**config.mk**
```make
export PLATFORM = sky130hd
export DESIGN_NAME = rgc_div
export DESIGN_NICKNAME = d
export VERILOG_FILES = /design/src/rtl/core/rgc_pkg.sv /design/src/rtl/core/rgc_div.sv
export SDC_FILE = /design/constraint.sdc
export NUM_CORES = 1
export LEC_CHECK = 0
export BUFFER_PORTS_ARGS = -buffer_cell sky130_fd_sc_hd__buf_2
export CORE_MARGIN = 1
export CORE_UTILIZATION = 50
export CTS_CLUSTER_DIAMETER = 30
export DETAILED_ROUTE_END_ITERATION = 10
export GPL_TIMING_DRIVEN = 0
export PLACE_DENSITY_LB_ADDON = 0.2
export SLEW_MARGIN = 25
export SYNTH_ARGS = -nofsm -noshare
export SYNTH_HDL_FRONTEND = slang
export SYNTH_SLANG_ARGS = --single-unit
```
**constraint.sdc**
```tcl
create_clock -name clk_i -period 3.2 [get_ports clk_i]
set_input_delay 0.16 -clock clk_i [delete_from_list [all_inputs] [get_ports clk_i]]
set_output_delay 0.16 -clock clk_i [all_outputs]
set_load 0.01 [all_outputs]
```
**src/rtl/core/rgc_pkg.sv**
```systemverilog
// Shared types and constants of the grid ray caster.
package rgc_pkg;

  typedef enum logic [3:0] {
    ST_IDLE,
    ST_DIV_PX,
    ST_DIV_PY,
    ST_DIV_DX,
    ST_DIV_DY,
    ST_MUL_X,
    ST_MUL_Y,
    ST_START,
    ST_STEP,
    ST_LOOK,
    ST_DONE
  } state_e;

  localparam logic ACT_WRITE = 1'b0;
  localparam logic ACT_CAST  = 1'b1;

  localparam logic [1:0] REG_PLAYER_X  = 2'd0;
  localparam logic [1:0] REG_PLAYER_Y  = 2'd1;
  localparam logic [1:0] REG_TILE_SIZE = 2'd2;

  localparam logic STATUS_HIT = 1'b0;
  localparam logic STATUS_OUT = 1'b1;
  localparam logic SIDE_X     = 1'b0;
  localparam logic SIDE_Y     = 1'b1;

  localparam int unsigned DIV_NW = 31;
  localparam int unsigned DIV_DW = 17;
  localparam int unsigned DIV_CW = 5;

  localparam logic [DIV_NW-1:0] DELTA_NUM = 31'h4000_0000;
  localparam logic [16:0]       SPAN_ONE  = 17'h1_0000;

endpackage

```
**src/rtl/core/rgc_div.sv**
```systemverilog
// Restoring divider, one quotient bit per cycle.
module rgc_div (
  input  logic                            clk_i,
  input  logic                            rst_ni,
  input  logic                            start_i,
  input  logic [rgc_pkg::DIV_NW-1:0]      dividend_i,
  input  logic [rgc_pkg::DIV_DW-1:0]      divisor_i,
  output logic                            done_o,
  output logic [rgc_pkg::DIV_NW-1:0]      quotient_o
);

  logic                       busy_q;
  logic                       done_q;
  logic [rgc_pkg::DIV_CW-1:0] cnt_q;
  logic [rgc_pkg::DIV_NW-1:0] quo_q;
  logic [rgc_pkg::DIV_DW:0]   rem_q;
  logic [rgc_pkg::DIV_DW-1:0] dvs_q;
  logic [rgc_pkg::DIV_DW:0]   rem_sh;
  logic [rgc_pkg::DIV_DW:0]   rem_d;
  logic                       ge;

  always_comb begin
    rem_sh = {rem_q[rgc_pkg::DIV_DW-1:0], quo_q[rgc_pkg::DIV_NW-1]};
    ge     = rem_sh >= {1'b0, dvs_q};
    rem_d  = ge ? (rem_sh - {1'b0, dvs_q}) : rem_sh;
  end

  always_ff @(posedge clk_i or negedge rst_ni) begin
    if (!rst_ni) begin
      busy_q <= 1'b0;
      done_q <= 1'b0;
      cnt_q  <= '0;
    end else begin
      done_q <= 1'b0;
      if (start_i) begin
        busy_q <= 1'b1;
        cnt_q  <= rgc_pkg::DIV_CW'(rgc_pkg::DIV_NW);
      end else if (busy_q) begin
        cnt_q <= cnt_q - 1'b1;
        if (cnt_q == rgc_pkg::DIV_CW'(1)) begin
          busy_q <= 1'b0;
          done_q <= 1'b1;
        end
      end
    end
  end

  always_ff @(posedge clk_i) begin
    if (start_i) begin
      rem_q <= '0;
      quo_q <= dividend_i;
      dvs_q <= divisor_i;
    end else if (busy_q) begin
      rem_q <= rem_d;
      quo_q <= {quo_q[rgc_pkg::DIV_NW-2:0], ge};
    end
  end

  assign done_o     = done_q;
  assign quotient_o = quo_q;

endmodule

```
* Yosys cells after proc, flatten, opt, wreduce, memory -nomap -nowiden
Index checks and enable logic that the tools add are counted.
** Storage, ports and cells
- Register bits :: 72
- Bits of input ports :: 51
- Output and inout bits :: 32
** Operators by class
- Muxes and demuxes :: 11
- Equality and inequality tests :: 1
- Magnitude comparators :: 1
- Reduce and logical (&&, ||, !) cells :: 1
- $add $sub $neg :: 2
** Operators with widths (count)
- 31-bit two-way mux :: 2
- 18-bit by 17-bit greater-or-equal comparator with 1-bit output :: 1
- 17-bit two-way mux :: 1
- 17-bit subtractor :: 1
- 5-bit two-way mux :: 2
- 1-bit two-way mux :: 6
- 5-bit by 1-bit equality test with 1-bit output (second input constant) :: 1
- 5-bit by 1-bit subtractor with 5-bit output (second input constant) :: 1
- 2-bit nonzero test :: 1

* Depth between registers and ports, before layout
- Depth after elaboration :: 4
- Gate-level depth with buffers :: 12
- Depth with buffers taken out :: 11

* Least setup slack after synthesis
Ideal clock, no wire load.
- Path kind :: register to register
- Start point :: reg quo_q (netlist bit quotient_o[30])
- End point :: reg rem_q[0] in the netlist's numbering
- Clock period less this slack :: 2.802 ns
- Setup time :: 0.086 ns
- Stages on the path, launching flop included :: 12
- Arrival :: 2.716 ns
- Path buffers :: 0
- Setup slack :: 0.398 ns
- Path through :: edfxtp_1 > inv_1 > ha_1 > inv_1 > fa_1 > a21oi_1 > o21ai_1 > a22oi_1 > a21oi_1 > a2111oi_4 > mux2_2 > a211oi_1
** Between the ends
- Word-level cells in the longest chain between the ends :: 2
** Ends and longest elaborated chain
- from (decl) :: RTL line rgc_div.sv:15 : logic [rgc_pkg::DIV_NW-1:0] quo_q;
- from (signal assigned) :: RTL line rgc_div.sv:51 : quo_q <= dividend_i;
- from (signal assigned) :: RTL line rgc_div.sv:55 : quo_q <= {quo_q[rgc_pkg::DIV_NW-2:0], ge};
- 17-bit subtractor / 18-bit by 17-bit greater-or-equal comparator with 1-bit output (equally long branches) :: RTL line rgc_div.sv:25, rgc_div.sv:24
- 17-bit two-way mux (*) :: RTL line rgc_div.sv:25 : rem_d = ge ? (rem_sh - {1'b0, dvs_q}) : rem_sh;
- to (signal assigned) :: RTL line rgc_div.sv:54 : rem_q <= rem_d;
- to (decl) :: RTL line rgc_div.sv:16 : logic [rgc_pkg::DIV_DW:0] rem_q;
Mark *: on every way between the ends. The rest lies on a longest branch, timed or not.
A chain may end at the register's enable or synchronous reset.

* Final worst setup path
- Start point :: reg quo_q (netlist bit quotient_o[30])
- End point :: reg rem_q[4] in the netlist's numbering
The elaborated chain is that of the path after synthesis.

==> summary.md <==
| Metric | Value |
|---|---|
| Pre-CTS worst setup slack | `60.86 ps` |
| Cell-internal power | `1.609 mW` |
| Count of different cell masters after synthesis | `48` |
| Busiest grt layer | `met2` |
| Total grt overflow | `0` |
| Worst Path Required | `3410 ps` |
| Min-delay src | `dividend_i[22]` |
| CTS sink cnt | `72` |
| Compound-gate portion of the synthesized area | `0.1326` |
| Worst-skew pair later-pin latency | `roughly 350 ps` |
| Crit-path slowest cell | `fa_1` |
| Setup Total Neg Slack | `0 ps` |
| CP Class | `flip-flop to flip-flop` |
| ANT nets after route | `0` |
| Worst Path Max Fanout | `10` |
| Critical path capture point type | `flip-flop` |
| Post-DP HPWL | `5506 um` |
| Netlist area before placement | `3775 um^2` |
| Critical path origin | `quotient_o[30]` |
| Worst Tran Pin Value | `661.9 ps` |
| GRT Total Usage | `0.2143` |
| Clock power frac | `0.339` |
| Initial Utilization | `0.5177` |
| Crit-path max cell delay | `about 400 ps` |
| GR Util met1 | `0.2723` |
| Rel. slew slack | `0.5581` |
| GPL Wtd Cong | `around 0.84` |
| Buffer and inverter count on the worst path | `4` |
| Die H | `around 90 um` |
| PwrDens | `~460 nW/um^2` |
| H-Tree Depth | `3` |
| FF-to-FF Start | `quotient_o[30]` |
| Synth Register Bits | `72` |
| Clock transition at the registers of the reported paths | `80 ps` |
| Post-Route WL | `approximately 8000 um` |
| # DRC | `0` |
| Result of the run | `complete, no violations` |
| Row count | `31` |
| Met3 Track Usage GR | `0.06648` |
| Worst min path class | `input port to flip-flop` |
| Fmax | `0.3447 GHz` |
| Post-synthesis async set-or-reset flop share | `0.09722` |
| Proportion of synthesized area in mux cells | `0.1163` |
| Mapped Cells | `approximately 320` |
| Root Driver | `clkbuf_8` |
| Die area | `between 7000 and 8000 um^2` |
| Leak pwr | `between 2 and 2.5 nW` |
| Ys Warns | `0` |
| RSZ-0062 raised after global routing | `no` |
| First-pass GRT wire length | `12570 um` |
| CP Cell Sequence | `inv_1 > ha_1 > inv_1 > fa_1 > a21oi_1 > o21ai_1 > a22oi_1 > a21oi_1 > a2111oi_4 > buf_4 > buf_6 > mux2i_1 > a211oi_1` |
| Simple-gate area share of the yosys netlist | `0.07855` |
| Period utilization | `0.9066` |
| Placeable Area | `7292 um^2` |
| Seq pwr share | `0.511` |
| PortBufs | `between 80 and 90` |
| Syn_nets | `390` |
| Num ports | `83` |
| Area of the multi-input gates | `1652 um^2` |
| Ant. Diodes | `0` |
| EDFF count, synth | `48` |
| Synth Flop Type | `edfxtp_1` |
| Setup Skew | `12.45 ps` |
| Largest net degree at the start of global routing | `32` |
| CTS tree | `yes` |
| Combinational share of power | `0.150` |
| Initial antenna violation count | `0` |
| Max Slew Vio Count | `0` |
| Via count | `2797` |
| Register area share after synthesis | `0.5184` |
| Storage cell area | `1957 um^2` |
| CP Data Arrival Time | `3110 ps` |
| Via density | `5.218` |
| Final worst slack | `298.9 ps` |
| Final Hold Fails | `0` |
| Adder-Cell Fraction of Synth Area | `0.06828` |
| Nets | `503` |
| Vias in the first global route | `2792` |
| DR iter-0 viols | `152` |
| Worst VDD drop | `0.2908 mV` |
| Net Sw Power | `0.5386 mW` |
| Num CTS Buffers | `9` |
| Sw frac | `0.2508` |
| Crit start category | `flip-flop` |
| Max Cap Violations | `0` |
| Clock buffer depth | `2` |
| Area grow syn2layout | `24.56%` |
| Die extent in x | `just under 90 um` |
| Final setup fails | `0` |
| DR WL/cell | `14.86 um` |
| Layout fillers | `612` |
| Largest family of logic cells by synthesized area | `compound AO/OA/AOI/OAI gates` |
| Met2 Use GR | `0.3455` |
| Post-layout minimum cycle time | `2901 ps` |
| Share of layout cells above drive strength 1 | `0.3249` |
| Total iterations of the first detailed-routing run | `4` |
| Post-synthesis xor/xnor area fraction | `0.04176` |
| Mapped Avg Cell Area | `11.83 um^2` |
| Kind of cell adding the most delay to the critical path | `compound AO/OA/AOI/OAI gates` |
## cell usage after synthesis, types with 3 or more instances
library cell,number,area [um^2]
dfrtp_1,7,175.2
a211oi_1,7,52.55
nor3_1,3,15.01
ha_1,19,237.7
o31ai_1,3,22.52
nand2b_1,9,56.30
clkbuf_1,8,30.03
nor2_1,17,63.81
a32oi_1,7,61.31
nand2_1,17,63.81
xor2_1,6,52.55
nand3_1,6,30.03
mux2i_1,9,90.09
inv_1,26,97.59
xnor2_1,12,105.1
buf_1,3,11.26
edfxtp_1,48,1441
o21ai_1,4,20.02
mux2_2,31,349.1
o21ai_0,10,50.05
a21o_1,4,30.03
a21oi_1,14,70.07
o21bai_1,4,30.03
dfxtp_1,17,340.3
## per-stage QoR
stage / power (mW) / hold slack (ps) / instance area (um^2) / util / instances
2_1_floorplan: 1.307 / -135.6 / 3775 / - / 319
3_3_place_gp: 1.411 / -0.1528 / 4309 / 0.5909 / 500
3_5_place_dp: 1.420 / -0.1023 / 4309 / 0.5909 / 500
4_1_cts: 2.173 / 87.72 / 4687 / 0.6428 / 534
5_1_grt: 2.245 / 88.06 / 4702 / 0.6448 / 536
6_report: 2.147 / 108.8 / 4702 / 0.6448 / 536
## cell usage in the layout, fill, tap and decap left out, drive strengths merged, types with 5 or more instances in the layout
cell,n
buf,90
edfxtp,48
mux2,31
inv,27
ha,19
clkbuf,19
dlygate4sd3,18
nand2,17
nor2,17
dfxtp,17
a21oi,16
o21ai,14
xnor2,12
mux2i,9
nand2b,9
a211oi,7
a32oi,7
dfrtp,7
nand3,7
xor2,6
o21bai,5
## flip-flops by register name (all words and copies together), names as in the netlist
name        cells
cnt_q           5
dvs_q          17
rem_q          17
done_o          1
quotient_o     31
busy_q          1
## worst paths after layout
check	slack (ps)	end	cells past startpoint
max	300	rem_q[4]	13
min reg2reg	480	rem_q[10]	2
min in group asynchronous	170	cnt_q[3]	2
max in group asynchronous	2880	cnt_q[0]	2
min	110	quotient_o[22]	2
max reg2reg	300	rem_q[4]	13
## power groups by stage
stage / combinational, mW / clock [mW] / sequential, mW
2_1_floorplan: 0.173 / 0 / 1.13
3_3_place_gp: 0.295 / 0 / 1.12
3_5_place_dp: 0.303 / 0 / 1.12
4_1_cts: 0.321 / 0.754 / 1.10
5_1_grt: 0.355 / 0.782 / 1.11
6_report: 0.321 / 0.728 / 1.10
## logic make-up (layout without fill, tap and decap cells)
group	after synthesis	in the layout
muxes	40	40
DFF	72	72
buffers and inverters	40	158
AOI/OAI and AO/OA	68	68
xor gates and xnor gates	18	18
and+or+nand+nor	61	61
adders and majority gates	20	20
## metal layers
| metal | up-vias | routed length, um | share of wire |
|---|---|---|---|
| met1 | 1294 | 3684 | 0.46 |
| met4 | 0 | 91 | 0.011 |
| met2 | 95 | 3739 | 0.47 |
| met5 | - | 0 | 0 |
| li1 | 1399 | - | - |
| met3 | 9 | 452 | 0.057 |
## repair_timing
item,CTS,global route
endpoints found under the setup margin,1,15
resized for setup,0,0
buffers inserted,0,2
pin swaps,1,1
hold buffers,18,0
hold endpoints to repair,24,0
## area by class of cell
class | count | area share
Inverter | 26 | 0.02076
Buffer | 14 | 0.01464
Timing Repair Buffer | 102 | 0.1288
Clock inverter | 5 | 0.01197
Multi-Input combinational cell | 207 | 0.3512
Tap cell | 99 | 0.02634
Sequential cell | 72 | 0.4162
Clock buffer | 11 | 0.03007
Note: power is estimated with default switching activity, not from simulation.
